## src/hdl/measure_grid_line_generator_macros.svh

```systemverilog
// Assertion macros for the measure grid line generator.
// Expects clk and rst_n in scope where used.
`ifndef MEASURE_GRID_LINE_GENERATOR_MACROS_SVH
`define MEASURE_GRID_LINE_GENERATOR_MACROS_SVH

// same-cycle implication
`define MGLG_ASSERT_IMPL(lbl, ante, cons, msg) \
    lbl: assert property (@(posedge clk) disable iff (!rst_n) (ante) |-> (cons)) \
        else $error(msg);

// next-cycle implication
`define MGLG_ASSERT_NEXT(lbl, ante, cons, msg) \
    lbl: assert property (@(posedge clk) disable iff (!rst_n) (ante) |=> (cons)) \
        else $error(msg);

`endif

```

## src/hdl/mglg_pkg.sv

```systemverilog
// Shared types and constants for the measure grid line generator.
// No dependencies.
package mglg_pkg;

    localparam int TICKS_PER_QUARTER  = 480;
    localparam int QUARTERS_PER_WHOLE = 4;
    localparam int TICKS_PER_WHOLE    = TICKS_PER_QUARTER * QUARTERS_PER_WHOLE;

    localparam int MAX_ENTRIES_DEF = 64;
    localparam int TICK_BITS_DEF   = 31;

    localparam int OP_W       = 2;
    localparam int INDEX_W    = 6;
    localparam int SIG_W      = 8;
    localparam int BAR_W      = 20;
    localparam int LINE_BAR_W = 21;
    localparam int BEAT_W     = 11;
    localparam int STEP_W     = 11;
    localparam int END_W      = 31;
    localparam int COUNT_W    = 7;
    localparam int BAR_LEN_W  = BEAT_W + SIG_W;
    localparam int CFG_IDX_W  = 2;
    localparam int CFG_DATA_W = 31;

    localparam logic [SIG_W-1:0] DEFAULT_NUM = SIG_W'(4);
    localparam logic [SIG_W-1:0] DEFAULT_DEN = SIG_W'(4);

    typedef enum logic [OP_W-1:0] {
        OP_WRITE   = 2'd0,
        OP_RESTART = 2'd1,
        OP_NEXT    = 2'd2
    } op_t;

    typedef enum logic [CFG_IDX_W-1:0] {
        CFG_ASSIST_STEP = 2'd0,
        CFG_END_TICK    = 2'd1,
        CFG_ENTRY_COUNT = 2'd2
    } cfg_index_t;

    typedef enum logic [3:0] {
        ST_IDLE,
        ST_DECIDE,
        ST_LOAD_A,
        ST_LOAD_B,
        ST_LOAD_DIV,
        ST_CHECK,
        ST_WALK,
        ST_MOD_BAR,
        ST_MOD_BEAT,
        ST_ADVANCE,
        ST_PUT
    } seq_state_t;

    typedef struct packed {
        logic busy;
        logic done;
    } div_stat_t;

    typedef struct packed {
        logic has_more;
        logic is_assist;
        logic is_bar;
    } line_flags_t;

endpackage

```

## src/hdl/mglg_walker.sv

```systemverilog
// Sequencer for the segment walk: loads segments, drives the shared divider,
// steps the position. Depends on mglg_pkg and the assertion macro header.
`include "measure_grid_line_generator_macros.svh"

module mglg_walker #(
    parameter int MAX_ENTRIES = mglg_pkg::MAX_ENTRIES_DEF,
    parameter int TICK_BITS   = mglg_pkg::TICK_BITS_DEF,
    parameter int ADDR_W      = 6
) (
    input  logic                            clk,
    input  logic                            rst_n,
    input  logic                            req_valid,
    input  logic [mglg_pkg::OP_W-1:0]       req_op,
    output logic                            ready,
    input  logic [mglg_pkg::STEP_W-1:0]     assist_step,
    input  logic [mglg_pkg::END_W-1:0]      end_tick,
    input  logic [mglg_pkg::COUNT_W-1:0]    entry_count,
    output logic [ADDR_W-1:0]               mem_rd_addr,
    input  logic [TICK_BITS-1:0]            mem_start,
    input  logic [mglg_pkg::SIG_W-1:0]      mem_num,
    input  logic [mglg_pkg::SIG_W-1:0]      mem_den,
    input  logic [mglg_pkg::BAR_W-1:0]      mem_bar,
    output logic                            div_start,
    output logic [TICK_BITS:0]              div_dividend,
    output logic [mglg_pkg::BAR_LEN_W-1:0]  div_divisor,
    input  logic [TICK_BITS:0]              div_quotient,
    input  logic [mglg_pkg::BAR_LEN_W-1:0]  div_remainder,
    input  mglg_pkg::div_stat_t             div_stat,
    input  logic                            out_free,
    output logic                            res_valid,
    output logic [TICK_BITS-1:0]            res_tick,
    output logic [mglg_pkg::LINE_BAR_W-1:0] res_bar,
    output logic [mglg_pkg::SIG_W-1:0]      res_num,
    output logic [mglg_pkg::SIG_W-1:0]      res_den,
    output mglg_pkg::line_flags_t           res_flags
);

    localparam int POS_W  = TICK_BITS + 1;
    localparam int CNT_W  = $clog2(MAX_ENTRIES + 1);
    localparam int CMP_W  = (CNT_W > mglg_pkg::COUNT_W) ? CNT_W : mglg_pkg::COUNT_W;
    localparam int WIDE_W = (POS_W > mglg_pkg::END_W) ? POS_W : mglg_pkg::END_W;
    localparam int BEAT_W = mglg_pkg::BEAT_W;
    localparam int SIG_W  = mglg_pkg::SIG_W;
    localparam int LBAR_W = mglg_pkg::LINE_BAR_W;
    localparam int BLEN_W = mglg_pkg::BAR_LEN_W;

    mglg_pkg::seq_state_t state_reg, state_next;

    logic [CNT_W-1:0]  next_entry_reg;
    logic              limit_valid_reg;
    logic [WIDE_W-1:0] limit_reg;
    logic [POS_W-1:0]  position_reg;
    logic [TICK_BITS-1:0] origin_reg;
    logic [SIG_W-1:0]  active_num_reg;
    logic [SIG_W-1:0]  active_den_reg;
    logic [BEAT_W-1:0] beat_reg;
    logic [BEAT_W-1:0] advance_reg;
    logic [LBAR_W-1:0] bar_counter_reg;

    logic [TICK_BITS-1:0] res_tick_reg;
    logic [LBAR_W-1:0] res_bar_reg;
    logic [SIG_W-1:0]  res_num_reg;
    logic [SIG_W-1:0]  res_den_reg;
    logic              res_is_bar_reg;
    logic              res_assist_reg;

    logic [CNT_W-1:0]  count;
    logic              more_entries;
    logic              before_limit;
    logic [BLEN_W-1:0] bar_len;
    logic [POS_W-1:0]  diff;
    logic [SIG_W-1:0]  den_eff;
    logic [POS_W:0]    pos_sum;
    logic [BEAT_W-1:0] new_beat;
    logic              rem_zero;

    assign count = (CMP_W'(entry_count) > CMP_W'(MAX_ENTRIES))
                   ? CNT_W'(MAX_ENTRIES) : CNT_W'(entry_count);
    assign more_entries = CMP_W'(next_entry_reg) < CMP_W'(count);
    assign before_limit = limit_valid_reg && (WIDE_W'(position_reg) < limit_reg);
    assign bar_len      = BLEN_W'(beat_reg) * BLEN_W'(active_num_reg);
    assign diff         = position_reg - POS_W'(origin_reg);
    assign den_eff      = (mem_den == '0) ? mglg_pkg::DEFAULT_DEN : mem_den;
    assign pos_sum      = {1'b0, position_reg} + (POS_W + 1)'(advance_reg);
    assign new_beat     = div_quotient[BEAT_W-1:0];
    assign rem_zero     = div_remainder == '0;

    // next state
    always_comb
    begin
        state_next = state_reg;
        case (state_reg)
            mglg_pkg::ST_IDLE:
                if (req_valid && mglg_pkg::op_t'(req_op) == mglg_pkg::OP_NEXT)
                    state_next = mglg_pkg::ST_DECIDE;
            mglg_pkg::ST_DECIDE:
                if (before_limit)
                    state_next = mglg_pkg::ST_WALK;
                else if (more_entries)
                    state_next = mglg_pkg::ST_LOAD_A;
                else
                    state_next = mglg_pkg::ST_WALK;
            mglg_pkg::ST_LOAD_A:
                state_next = mglg_pkg::ST_LOAD_B;
            mglg_pkg::ST_LOAD_B:
                state_next = mglg_pkg::ST_LOAD_DIV;
            mglg_pkg::ST_LOAD_DIV:
                if (div_stat.done)
                    state_next = mglg_pkg::ST_CHECK;
            mglg_pkg::ST_CHECK:
                state_next = before_limit ? mglg_pkg::ST_WALK : mglg_pkg::ST_PUT;
            mglg_pkg::ST_WALK:
                state_next = (bar_len == '0) ? mglg_pkg::ST_PUT : mglg_pkg::ST_MOD_BAR;
            mglg_pkg::ST_MOD_BAR:
                if (div_stat.done)
                    state_next = rem_zero ? mglg_pkg::ST_ADVANCE : mglg_pkg::ST_MOD_BEAT;
            mglg_pkg::ST_MOD_BEAT:
                if (div_stat.done)
                    state_next = mglg_pkg::ST_ADVANCE;
            mglg_pkg::ST_ADVANCE:
                state_next = mglg_pkg::ST_PUT;
            mglg_pkg::ST_PUT:
                if (out_free)
                    state_next = mglg_pkg::ST_IDLE;
            default:
                state_next = mglg_pkg::ST_IDLE;
        endcase
    end

    // outputs
    always_comb
    begin
        ready        = 1'b0;
        res_valid    = 1'b0;
        mem_rd_addr  = ADDR_W'(next_entry_reg);
        div_start    = 1'b0;
        div_dividend = diff;
        div_divisor  = bar_len;
        case (state_reg)
            mglg_pkg::ST_IDLE:
                ready = 1'b1;
            mglg_pkg::ST_LOAD_A:
            begin
                mem_rd_addr  = ADDR_W'(next_entry_reg) + ADDR_W'(1);
                div_start    = 1'b1;
                div_dividend = POS_W'(mglg_pkg::TICKS_PER_WHOLE);
                div_divisor  = BLEN_W'(den_eff);
            end
            mglg_pkg::ST_WALK:
                div_start = bar_len != '0;
            mglg_pkg::ST_MOD_BAR:
            begin
                div_start    = div_stat.done && !rem_zero;
                div_dividend = POS_W'(div_remainder);
                div_divisor  = BLEN_W'(beat_reg);
            end
            mglg_pkg::ST_PUT:
                res_valid = out_free;
            default:
                ready = 1'b0;
        endcase
    end

    always_ff @(posedge clk or negedge rst_n)
    begin
        if (!rst_n)
        begin
            state_reg       <= mglg_pkg::ST_IDLE;
            next_entry_reg  <= '0;
            limit_valid_reg <= 1'b0;
            limit_reg       <= '0;
            position_reg    <= '0;
            origin_reg      <= '0;
            active_num_reg  <= '0;
            active_den_reg  <= '0;
            beat_reg        <= '0;
            advance_reg     <= '0;
            bar_counter_reg <= '0;
        end
        else
        begin
            state_reg <= state_next;
            case (state_reg)
                mglg_pkg::ST_IDLE:
                    if (req_valid && mglg_pkg::op_t'(req_op) == mglg_pkg::OP_RESTART)
                    begin
                        next_entry_reg  <= '0;
                        limit_valid_reg <= 1'b0;
                        limit_reg       <= '0;
                        position_reg    <= '0;
                        origin_reg      <= '0;
                        active_num_reg  <= '0;
                        active_den_reg  <= '0;
                        beat_reg        <= '0;
                        advance_reg     <= '0;
                        bar_counter_reg <= '0;
                    end
                mglg_pkg::ST_LOAD_A:
                begin
                    active_num_reg  <= mem_num;
                    active_den_reg  <= mem_den;
                    origin_reg      <= mem_start;
                    position_reg    <= POS_W'(mem_start);
                    bar_counter_reg <= LBAR_W'(mem_bar) - LBAR_W'(1);
                end
                mglg_pkg::ST_LOAD_B:
                begin
                    limit_valid_reg <= 1'b1;
                    limit_reg <= (CMP_W'(next_entry_reg) + CMP_W'(1) < CMP_W'(count))
                                 ? WIDE_W'(mem_start) : WIDE_W'(end_tick);
                    next_entry_reg <= next_entry_reg + CNT_W'(1);
                end
                mglg_pkg::ST_LOAD_DIV:
                    if (div_stat.done)
                    begin
                        beat_reg    <= new_beat;
                        advance_reg <= (assist_step != '0 && assist_step < new_beat)
                                       ? assist_step : new_beat;
                    end
                mglg_pkg::ST_MOD_BAR:
                    if (div_stat.done && rem_zero)
                        bar_counter_reg <= bar_counter_reg + LBAR_W'(1);
                mglg_pkg::ST_ADVANCE:
                    position_reg <= pos_sum[POS_W] ? {POS_W{1'b1}} : pos_sum[POS_W-1:0];
                default:
                    state_reg <= state_next;
            endcase
        end
    end

    // result payload
    always_ff @(posedge clk)
    begin
        case (state_reg)
            mglg_pkg::ST_CHECK:
                if (!before_limit)
                begin
                    res_tick_reg   <= '0;
                    res_bar_reg    <= '0;
                    res_num_reg    <= mglg_pkg::DEFAULT_NUM;
                    res_den_reg    <= mglg_pkg::DEFAULT_DEN;
                    res_is_bar_reg <= 1'b1;
                    res_assist_reg <= 1'b0;
                end
            mglg_pkg::ST_WALK:
                if (bar_len == '0)
                begin
                    res_tick_reg   <= '0;
                    res_bar_reg    <= '0;
                    res_num_reg    <= mglg_pkg::DEFAULT_NUM;
                    res_den_reg    <= mglg_pkg::DEFAULT_DEN;
                    res_is_bar_reg <= 1'b1;
                    res_assist_reg <= 1'b0;
                end
                else
                begin
                    res_tick_reg <= position_reg[TICK_BITS-1:0];
                    res_num_reg  <= active_num_reg;
                    res_den_reg  <= active_den_reg;
                end
            mglg_pkg::ST_MOD_BAR:
                if (div_stat.done)
                begin
                    res_is_bar_reg <= rem_zero;
                    res_assist_reg <= 1'b0;
                    res_bar_reg    <= rem_zero ? bar_counter_reg + LBAR_W'(1) : bar_counter_reg;
                end
            mglg_pkg::ST_MOD_BEAT:
                if (div_stat.done)
                    res_assist_reg <= !rem_zero;
            default:
                res_tick_reg <= res_tick_reg;
        endcase
    end

    assign res_tick           = res_tick_reg;
    assign res_bar            = res_bar_reg;
    assign res_num            = res_num_reg;
    assign res_den            = res_den_reg;
    assign res_flags.is_bar   = res_is_bar_reg;
    assign res_flags.is_assist = res_assist_reg;
    assign res_flags.has_more = WIDE_W'(position_reg) <= WIDE_W'(end_tick);

    `MGLG_ASSERT_IMPL(a_pos_in_segment, limit_valid_reg,
                      position_reg >= POS_W'(origin_reg), "position behind segment origin")
    `MGLG_ASSERT_IMPL(a_div_done_state, div_stat.done,
                      state_reg == mglg_pkg::ST_LOAD_DIV || state_reg == mglg_pkg::ST_MOD_BAR ||
                      state_reg == mglg_pkg::ST_MOD_BEAT, "divider result arrived unexpectedly")
    `MGLG_ASSERT_IMPL(a_entry_bound, 1'b1,
                      CMP_W'(next_entry_reg) <= CMP_W'(MAX_ENTRIES), "walk ran past table")

endmodule
```

## config.mk

```make
export PLATFORM = sky130hd
export DESIGN_NAME = mglg_walker
export DESIGN_NICKNAME = d
export VERILOG_FILES = /design/src/hdl/mglg_pkg.sv /design/src/hdl/mglg_walker.sv
export VERILOG_INCLUDE_DIRS = /design/src /design/src/hdl
export SDC_FILE = /design/constraint.sdc
export NUM_CORES = 1
export LEC_CHECK = 0
export BUFFER_PORTS_ARGS = -buffer_cell sky130_fd_sc_hd__buf_2
export CAP_MARGIN = 15
export CORE_UTILIZATION = 45
export CTS_BUF_LIST = sky130_fd_sc_hd__clkbuf_4 sky130_fd_sc_hd__clkbuf_8 sky130_fd_sc_hd__clkbuf_16
export DETAILED_ROUTE_END_ITERATION = 7
export PLACE_DENSITY = 0.66
export SYNTH_ARGS = -nofsm -noshare
export SYNTH_HDL_FRONTEND = slang
export SYNTH_SLANG_ARGS = --single-unit
```

## constraint.sdc

```tcl
create_clock -name clk -period 8.58 [get_ports clk]
set_input_delay 0.429 -clock clk [delete_from_list [all_inputs] [get_ports clk]]
set_output_delay 0.429 -clock clk [all_outputs]
set_load 0.05 [all_outputs]
```

# Word level (Yosys, flattened, before mapping)
# Index checks and enable logic that the tools add are counted.
[word_totals] register_bits=236 output_inout_bits=131 wordCells=145
[classes] n_addsub=6 mul=1 order_cmp=6 n_eq_ne=21 n_mux=64 n_reduce_logical=30
[op_table] cell="$pmux W32 S2" count=2
[op_table] cell="$mux W21" count=6
[op_table] cell="$pmux W21 S3" count=2
[op_table] cell="$mux W31" count=4
[op_table] cell="$pmux W31 S2" count=2
[op_table] cell="$pmux W32 S3" count=1
[op_table] cell="$mux W32" count=2
[op_table] cell="$pmux W8 S2" count=4
[op_table] cell="$mux W11" count=4
[op_table] cell="$pmux W11 S2" count=2
[op_table] cell="$pmux W4 S11" count=1
[op_table] cell="$mux W8" count=5
[op_table] cell="$logic_not A19 Y1" count=2
[op_table] cell="$pmux W19 S2" count=1
[op_table] cell="$add A32 B11 Y33" count=1
[op_table] cell="$le A32 B31 Y1" count=1
[op_table] cell="$lt A32 B32 Y1" count=1
[op_table] cell="$sub A32 B31 Y32" count=1
[op_table] cell="$mux W4" count=7
[op_table] cell="$add A21 B1 Y21 const B" count=1
[op_table] cell="$sub A20 B1 Y21 const B" count=1
[op_table] cell="$mul A11 B8 Y19" count=1
[op_table] cell="$reduce_bool A19 Y1" count=1
[op_table] cell="$ne A2 B2 Y1 const B" count=9
[op_table] cell="other kinds (31)" count=66

# Depth between registers and ports, before layout
# Gate-level depths: netlist (run 1).
[depth] depth_word=6 ltp_mapped=21 ltp_nobuf=19

# Worst setup path after synthesis (run 1)
# OpenSTA, ideal clock, no wires.
[synth_timing] path_kind="register -> register" startpoint="reg active_num_reg[7]" endpoint="reg res_bar_reg[0] (netlist: res_bar[0]), enable pin" arrival_ns=6.074 required_ns=8.165 setup_slack_ns=2.091 path_stages_with_launch=21 period_less_slack_ns=6.489 path_cell_list="dfrtp_1 clkbuf_1 nand2_1 fa_1 fa_1 inv_1 fa_1 inv_1 fa_1 inv_1 ha_1 o21a_1 o21a_1 a21oi_1 o21ai_1 a41o_1 a31oi_1 nand3_1 o21a_2 buf_6 nor4_2"
[synth_between] elab_chain_len=4
[synth_lines] item="start, declared" line_no="mglg_walker.sv:54" source="logic [SIG_W-1:0] active_num_reg;"
[synth_lines] item="start signal, assigned" line_no="mglg_walker.sv:200" source="active_num_reg <= mem_num;"
[synth_lines] item="$mul A11 B8 Y19" line_no="mglg_walker.sv:81" source="assign bar_len = BLEN_W'(beat_reg) * BLEN_W'(active_num_reg);"
[synth_lines] item="$logic_not A19 Y1" line_no="mglg_walker.sv:246" source="if (bar_len == '0)"
[synth_lines] item="$ne A2 B2 Y1 (no line)"
[synth_lines] item="$reduce_and A4 Y1 (no line)"
[synth_lines] item="end signal, assigned" line_no="mglg_walker.sv:266" source="res_bar_reg <= rem_zero ? bar_counter_reg + LBAR_W'(1) : bar_counter_reg;"
[synth_lines] item="end, declared" line_no="mglg_walker.sv:61" source="logic [LBAR_W-1:0] res_bar_reg;"
# Every way passes these cells.
# A chain may end at the register's enable or synchronous reset.

# Worst setup path after layout (run 1)
[layout_timing] startpoint="reg active_num_reg[4]" endpoint="out div_start"
[layout_between] elab_chain_len=3
[layout_lines] item="$mul A11 B8 Y19" line_no="mglg_walker.sv:81"
[layout_lines] item="$reduce_bool A19 Y1" line_no="mglg_walker.sv:150" source="div_start = bar_len != '0;"
[layout_lines] item="$pmux W1 S3" line_no="mglg_walker.sv:139" source="case (state_reg)"
[layout_lines] item="end, declared" line_no="mglg_walker.sv:23" source="output logic div_start,"
# Every way passes these cells.

==> impl_metrics.sql, run 1 <==
INSERT INTO impl_metrics (metric_group, metric, value, unit) VALUES
('run_status', 'run_status', 'finished, final reports clean', ''),
('route', 'drt_first_pass_iters', '5', ''),
('worst_setup_path', 'cp.required', '8.15', 'ns'),
('worst_setup_path', 'crit_chain', 'nand2_1, fa_1, fa_1, inv_1, fa_1, inv_1, fa_1, inv_1, ha_1, o21a_1, o21a_1, a21oi_1, o21ai_1, a41o_1, a31oi_1, nand3_1, o21a_2, a311o_1, buf_2', ''),
('timing', 'report.final.slew_viol_count', '0', ''),
('worst_setup_path', 'category_of_the_worst_setup_path_capture_point', 'output pin', ''),
('synthesis', 'async_flop_share', '70.2', '%'),
('timing', 'timing.final.crit_period', '6.91', 'ns'),
('place', 'port_buffers', '283', ''),
('hold_path', 'min-delay-start', 'mem_num[7]', ''),
('grt', 'track_usage', '27.1', '%'),
('synthesis', 'edff_count_synth', '70', ''),
('worst_setup_path', 'cp_common_cell', 'sky130_fd_sc_hd__fa_1', ''),
('worst_setup_path', 'reg2reg_path_depth', '19', ''),
('run', 'max_cap_viol_count', '0', ''),
('worst_setup_path', 'criticalPathCategory', 'flop to output pin', ''),
('timing', 'fin_worst_skew', '0.0214', 'ns'),
('synthesis', 'part_of_the_yosys_area_used_for_sequential_elements', '33.6', '%'),
('place', 'hpwlAfterDp', '42300', 'µm'),
('synthesis', 'synth_seq_cells', '235', ''),
('layout', 'largest_register_ffs', '32', ''),
('grt', 'number_of_global_route_vias_before_repair', '16230', ''),
('floorplanning', 'die_w', '205', 'µm'),
('route', 'wl', '56600', 'µm'),
('worst_setup_path', 'cp_top_family', 'adder cells', ''),
('clock_tree', 'clock_transition_at_the_registers_of_the_reported_paths', '0.06', 'ns'),
('worst_setup_path', 'timing.rr.start', 'active_num_reg[4]', ''),
('synthesis', 'postSynthCellCount', '2127', ''),
('floorplanning', 'die_area', '0.0420', 'mm²'),
('route', 'avgViaCountPerCell', '5.73', ''),
('worst_setup_path', 'worst-path-stages', '19', ''),
('floorplanning', 'rows', '73', ''),
('synthesis', 'synthesis.area', '0.0185', 'mm²'),
('grt', 'grt_antenna_before_repair', '4', ''),
('worst_setup_path', 'r2r_slack', '2.37', 'ns'),
('clock_tree', 'postCtsSetupBuffers', '0', ''),
('route', 'drc_errors', '0', ''),
('synthesis', 'synth_fp_nets', '2525', ''),
('floorplanning', 'vert_die_dim', '205', 'µm'),
('clock_tree', 'clock_tree.root_cell', 'sky130_fd_sc_hd__clkbuf_16', ''),
('route', 'dr_total_vias', '16696', ''),
('worst_setup_path', 'bufs_and_invs_on_worst_path', '4', ''),
('timing', 'fin_setup_tns', '0', 'ns'),
('clock_tree', 'h-tree-depth', '1', ''),
('floorplanning', 'initial_core_utilization', '46.1', '%'),
('hold_path', 'path_class_of_the_lowest_slack_min_delay_path', 'primary input to flop', ''),
('clock_tree', 'clock-sinks', '235', ''),
('hold_path', 'worst_hold_path_ep', 'active_num_reg[7]', ''),
('floorplanning', 'core-area', '0.0402', 'mm²'),
('synthesis', 'synth_warnings', '0', ''),
('timing', 'slew_headroom', '23.8', '%'),
('route', 'detail-route-antenna-nets', '0', ''),
('place', 'post-place-cells', '2852', ''),
('timing', 'max_freq', '145', 'MHz'),
('clock_tree', 'cts_max_path_buffers', '3', ''),
('timing', 'rsz0062_at_grt', 'no', ''),
('timing', 'timing.final.hold_violations', '0', ''),
('route', 'wl_per_cell', '19.4', 'µm'),
('timing', 'tightest_slew', '1.14', 'ns'),
('clock_tree', 'clk-insertion-delay-late', '0.57', 'ns'),
('layout', 'final_layout_size_suffix_gt1_share', '15.8', '%'),
('timing', 'final_setup_violations', '0', ''),
('layout', 'layout_commonest_cell', 'sky130_fd_sc_hd__buf_2', ''),
('worst_setup_path', 'critical_path.startpoint_type', 'flop', ''),
('grt', 'first_pass_grt_wire_length', '88900', 'µm'),
('route', 'drt_first_iter_violations', '1241', ''),
('synthesis', 'postSynth.topFlopCell', 'sky130_fd_sc_hd__dfrtp_1', ''),
('layout', 'flow.area_growth_from_synthesis', '15.4', '%'),
('floorplanning', 'top_level_pins', '306', ''),
('synthesis', 'ys_types', '77', ''),
('synthesis', 'syn_area_per_cell', '8.71', 'µm²');
==> metrics by stage <==
stage               util [%]  setup WS, ns  hold WS (ns)  cell area (µm²)
CTS                     53.1          1.66        0.0346            21400
global placement        50.8          2.38         0.366            20400
global route            53.2          1.33        0.0558            21400
detailed placement      50.8          2.31         0.367            20400
finish                  53.2          1.67        0.0611            21400
floorplan                  -          2.09         0.133            18500
==> worst register-to-register path, delay by kind of cell (launching register included) <==
family	cells	cell delay, ns
adders and majority gates	5	2.42
AOI/OAI and AO/OA	7	1.68
DFF	1	0.69
and+or+nand+nor	3	0.63
buffers and inverters	4	0.47
==> cells in the mapped netlist (4+ instances only) <==
cell                        number  area (µm²)
sky130_fd_sc_hd__xor2_1         27         236
sky130_fd_sc_hd__nand2_1       256         961
sky130_fd_sc_hd__and2_1        121         757
sky130_fd_sc_hd__o32ai_1        10        87.6
sky130_fd_sc_hd__o2111ai_1       4        35.0
sky130_fd_sc_hd__clkbuf_1       91         342
sky130_fd_sc_hd__o21bai_1        7        52.6
sky130_fd_sc_hd__a21oi_1        96         480
sky130_fd_sc_hd__a22o_1         24         210
sky130_fd_sc_hd__fa_1           56        1120
sky130_fd_sc_hd__buf_1           5        18.8
sky130_fd_sc_hd__o21ai_1         7        35.0
sky130_fd_sc_hd__a21o_1         30         225
sky130_fd_sc_hd__o211ai_1       15         113
sky130_fd_sc_hd__o31ai_1        14         105
sky130_fd_sc_hd__dfrtp_1       165        4130
sky130_fd_sc_hd__a211oi_1        6        45.0
sky130_fd_sc_hd__o21ai_0       216        1080
sky130_fd_sc_hd__and4_1          4        35.0
sky130_fd_sc_hd__o22ai_1        10        62.6
sky130_fd_sc_hd__a22oi_1         9        67.6
sky130_fd_sc_hd__o21a_1         22         165
sky130_fd_sc_hd__a31oi_1        16         100
sky130_fd_sc_hd__mux2i_1        48         480
sky130_fd_sc_hd__and3_1         21         131
sky130_fd_sc_hd__nand4_1        17         106
sky130_fd_sc_hd__nor3_1         35         175
sky130_fd_sc_hd__or3_1          26         163
sky130_fd_sc_hd__edfxtp_1       70        2100
sky130_fd_sc_hd__nor2_1         94         353
sky130_fd_sc_hd__xnor2_1        47         412
sky130_fd_sc_hd__nor4_1         14        87.6
sky130_fd_sc_hd__nor2b_1        16         100
sky130_fd_sc_hd__inv_1         204         766
sky130_fd_sc_hd__ha_1          167        2090
sky130_fd_sc_hd__nand2b_1       17         106
sky130_fd_sc_hd__nand3_1        74         370
==> layer usage <==
metal	global-route usage (%)	part of all wire, %	up-vias
met3	3.80	7.0	99
li1	-	-	7886
met2	42.2	45	603
met4	11.8	3.7	0
met1	37.6	44	8108
met5	0	0	-
==> worst max-delay path by stage <==
stage | startpoint | end | slack (ns)
floorplan | active_num_reg[7] | res_bar[0] | 2.09
global placement | active_num_reg[6] | div_start | 2.38
detailed placement | active_num_reg[4] | div_start | 2.31
CTS | active_num_reg[4] | div_start | 1.66
global route | active_num_reg[4] | div_start | 1.33
finish | active_num_reg[4] | div_start | 1.67
==> cell type report <==
| type | instances | area, µm² |
|---|---|---|
| fillers | 3760 | 18800 |
| multi-input cells | 1587 | 11200 |
| flip-flops and latches | 235 | 6230 |
| repair buffers | 304 | 1580 |
| clock buffers | 44 | 876 |
| inverters | 204 | 766 |
| well taps | 525 | 657 |
| clock inverters | 8 | 52.6 |
| diodes | 5 | 12.5 |
==> cells by family after synthesis <==
group | count (synthesis) | synth area share [%]
AOI/OAI and AO/OA | 527 | 17.6
xor gates and xnor gates | 74 | 3.50
adders and majority gates | 224 | 17.4
buffers and inverters | 305 | 6.28
DFF | 235 | 33.6
muxes | 48 | 2.59
and+or+nand+nor | 714 | 19.0
Power of run 1 is left out: the tool's default activity adds up to more than one toggle a clock period on the data nets, which glitch-free logic cannot reach.
==> inputs of run 2 (changes only) <==
- PLACE_DENSITY: 0.66 -> 0.69
- clock period: 8.58 -> 5.81 ns (I/O delays scaled with it)
==> run 2 against run 1 <==
  * Global-route usage up 1.0 points
  * Non-clock buffer count rose by 118
  * Setup slack worse by 1.8 ns
  * Cell count rose by 4.1%
  * The flow now finishes with violations (setup timing)
  * Via count increased by 4.1%
  * Largest cell class unchanged
  * Die area did not move
==> impl_metrics.sql, run 2 (synthesis gave the netlist of run 1 again) <==
INSERT INTO impl_metrics (metric_group, metric, value, unit) VALUES
('worst_setup_path', 'critical_path.startpoint_type', 'flop', ''),
('layout', 'final_layout_size_suffix_gt1_share', '19.9', '%'),
('timing', 'report.final.slew_viol_count', '0', ''),
('clock_tree', 'clock-sinks', '235', ''),
('clock_tree', 'cts_tree', 'yes', ''),
('route', 'wl', '59500', 'µm'),
('clock_tree', 'clock_tree.root_cell', 'sky130_fd_sc_hd__clkbuf_16', ''),
('floorplanning', 'top_level_pins', '306', ''),
('floorplanning', 'die_w', '205', 'µm'),
('floorplanning', 'rows', '73', ''),
('layout', 'final_area', '0.0228', 'mm²'),
('worst_setup_path', 'criticalPathCategory', 'flop to output pin', ''),
('timing', 'final_setup_violations', '1', ''),
('layout', 'flow.area_growth_from_synthesis', '23.3', '%'),
('run_status', 'violations', 'setup timing', ''),
('floorplanning', 'core-area', '0.0402', 'mm²'),
('layout', 'nNetsFinal', '2878', ''),
('worst_setup_path', 'cp.required', '5.52', 'ns'),
('grt', 'grt_max_degree', '67', ''),
('clock_tree', 'cts_max_path_buffers', '3', ''),
('route', 'avgViaCountPerCell', '5.74', ''),
('timing', 'max_freq', '168', 'MHz'),
('grt', 'number_of_global_route_vias_before_repair', '16990', ''),
('route', 'drt_first_pass_iters', '6', ''),
('timing', 'final.setup.worst_slack', '-0.141', 'ns'),
('grt', 'grt-ovfl-total', '0', ''),
('grt', 'first_pass_grt_wire_length', '92100', 'µm'),
('place', 'hpwlAfterDp', '43000', 'µm'),
('clock_tree', 'h-tree-depth', '1', ''),
('route', 'wl_per_cell', '19.6', 'µm'),
('clock_tree', 'clk-insertion-delay-late', '0.59', 'ns'),
('worst_setup_path', 'worstReg2RegEnd', 'res_bar[15]', ''),
('clock_tree', 'cts-buffers-inserted', '30', ''),
('place', 'post_dp_cell_area', '0.0206', 'mm²'),
('layout', 'layout_commonest_cell', 'sky130_fd_sc_hd__buf_2', ''),
('worst_setup_path', 'category_of_the_worst_setup_path_capture_point', 'output pin', ''),
('hold_path', 'timing.hold.worst_path_depth', '3', ''),
('floorplanning', 'die_area', '0.0420', 'mm²'),
('timing', 'slew_headroom', '21.2', '%'),
('timing', 'timing.final.hold_violations', '0', ''),
('timing', 'rsz0062_at_grt', 'yes', ''),
('worst_setup_path', 'path_max_fanout', '6', ''),
('run_status', 'run_status', 'complete, but fails checks', ''),
('hold_path', 'min-delay-start', 'div_quotient[9]', ''),
('pwr', 'power.density', '659', 'mW/mm²'),
('timing', 'fin_setup_tns', '-0.141', 'ns'),
('grt', 'track_usage', '28.2', '%'),
('worst_setup_path', 'timing.rr.start', 'active_num_reg[4]', ''),
('pwr', 'totalPowerFinal', '15100', 'µW'),
('floorplanning', 'vert_die_dim', '205', 'µm'),
('place', 'gpl.final_weighted_congestion', '0.935', ''),
('grt', 'grt_antenna_before_repair', '3', ''),
('timing', 'timing.final.crit_period', '5.95', 'ns'),
('layout', 'fillers', '3561', ''),
('route', 'detail-route-antenna-nets', '0', ''),
('floorplanning', 'initial_core_utilization', '46.1', '%'),
('timing', 'tightest_slew', '1.18', 'ns'),
('timing', 'period_share', '102', '%'),
('timing', 'fin_worst_skew', '0.0168', 'ns'),
('worst_setup_path', 'r2r_slack', '0.23', 'ns'),
('worst_setup_path', 'reg2reg_path_depth', '23', ''),
('route', 'drt_first_iter_violations', '1258', ''),
('run', 'max_cap_viol_count', '0', ''),
('layout', 'largest_register_ffs', '32', ''),
('place', 'port_buffers', '283', ''),
('hold_path', 'worst_hold_path_ep', 'beat_reg[9]', ''),
('route', 'drc_errors', '0', ''),
('clock_tree', 'clock_transition_at_the_registers_of_the_reported_paths', '0.06', 'ns'),
('hold_path', 'path_class_of_the_lowest_slack_min_delay_path', 'primary input to flop', ''),
('layout', 'post_route_core_utilization', '56.8', '%'),
('layout', 'final_cell_mix', 'sky130_fd_sc_hd__buf_2 (280), sky130_fd_sc_hd__nand2_1 (252), sky130_fd_sc_hd__o21ai_0 (215)', ''),
('worst_setup_path', 'critPathArrivalTime', '5.66', 'ns'),
('pwr', 'power.leakage', '0.0108', 'µW'),
('route', 'dr_total_vias', '17383', ''),
('pwr', 'peakVddDrop', '845', 'µV');
run 2: cell types whose count changed in the layout (fill, tap and decap cells not counted), moves of 9 or more:
| cell | change |
|---|---|
| sky130_fd_sc_hd__and2_4 | +9 |
| sky130_fd_sc_hd__ha_4 | +9 |
| sky130_fd_sc_hd__ha_1 | -10 |
| sky130_fd_sc_hd__dfrtp_2 | +12 |
| sky130_fd_sc_hd__buf_4 | +50 |
| sky130_fd_sc_hd__dlygate4sd3_1 | +59 |
| sky130_fd_sc_hd__dfrtp_1 | -12 |
run 2: stage by stage:
step	std cells	hold slack, ns	setup slack [ns]
floorplan	2127	-0.00509	0.00137
global placement	2868	0.290	0.0859
detailed placement	2868	0.292	-0.0344
CTS	3026	0.00126	-0.0949
global route	3030	0.0305	-0.408
finish	3031	0.0208	-0.141
run 2: critical path, cell delays in order (launching register included):
cell and delay, ns:
sky130_fd_sc_hd__dfrtp_2 0.37, sky130_fd_sc_hd__buf_6 0.14, sky130_fd_sc_hd__nand2_2 0.06, sky130_fd_sc_hd__fa_1 0.50
sky130_fd_sc_hd__fa_1 0.53, sky130_fd_sc_hd__inv_1 0.05, sky130_fd_sc_hd__fa_1 0.48, sky130_fd_sc_hd__inv_1 0.05
sky130_fd_sc_hd__fa_1 0.50, sky130_fd_sc_hd__inv_2 0.05, sky130_fd_sc_hd__ha_4 0.15, sky130_fd_sc_hd__buf_4 0.14
sky130_fd_sc_hd__nor3_2 0.21, sky130_fd_sc_hd__o21ai_2 0.10, sky130_fd_sc_hd__buf_4 0.14, sky130_fd_sc_hd__a21oi_2 0.18
sky130_fd_sc_hd__o21ai_1 0.10, sky130_fd_sc_hd__a41o_1 0.27, sky130_fd_sc_hd__a31oi_2 0.19, sky130_fd_sc_hd__nand3_1 0.12
sky130_fd_sc_hd__o21a_4 0.24, sky130_fd_sc_hd__a311o_1 0.29, sky130_fd_sc_hd__buf_6 0.16
run 2: worst max path at each step:
stage            endpoint  cells after the start  slack, ns              start
5_1_grt         div_start                     21      -0.41  active_num_reg[7]
4_1_cts         div_start                     18      -0.09  active_num_reg[5]
2_1_floorplan  res_bar[0]                     20      0.001  active_num_reg[6]
6_report        div_start                     22      -0.14  active_num_reg[4]
3_5_place_dp    div_start                     18      -0.03  active_num_reg[4]
3_3_place_gp    div_start                     18       0.09  active_num_reg[4]
run 2: report_power, final:
part	total, µW	switching [µW]	leakage (µW)	internal, µW
combinational	9970	6670	0.00752	3310
clock	1890	778	0.000493	1110
sequential	3190	754	0.00275	2440
run 2: final cells by class:
type,instances,area (µm²),area share [%]
Multi-Input combinational cell,1587,11500,50.2
Inverter,204,766,3.35
Antenna cell,2,5.00,0.0219
Tap cell,525,657,2.88
Timing Repair Buffer,422,2700,11.8
Sequential cell,235,6250,27.4
Clock buffer,45,895,3.92
Clock inverter,11,104,0.455
run 2: per-layer routing:
layer | up-vias | global-route usage, % | share of wire (%)
li1 | 8140 | - | -
met1 | 8455 | 38.3 | 43
met2 | 662 | 45.6 | 46
met3 | 126 | 3.47 | 6.7
met4 | 0 | 11.0 | 3.9
met5 | - | 0 | 0
run 2: what timing repair did:
action	CTS	global route
endpoints found under the hold margin	143	0
hold buffers	60	0
pin swaps	54	8
endpoints found under the setup margin	27	26
resized for setup	65	11
setup buffers	42	3
Note: power is estimated with default switching activity, not from simulation.
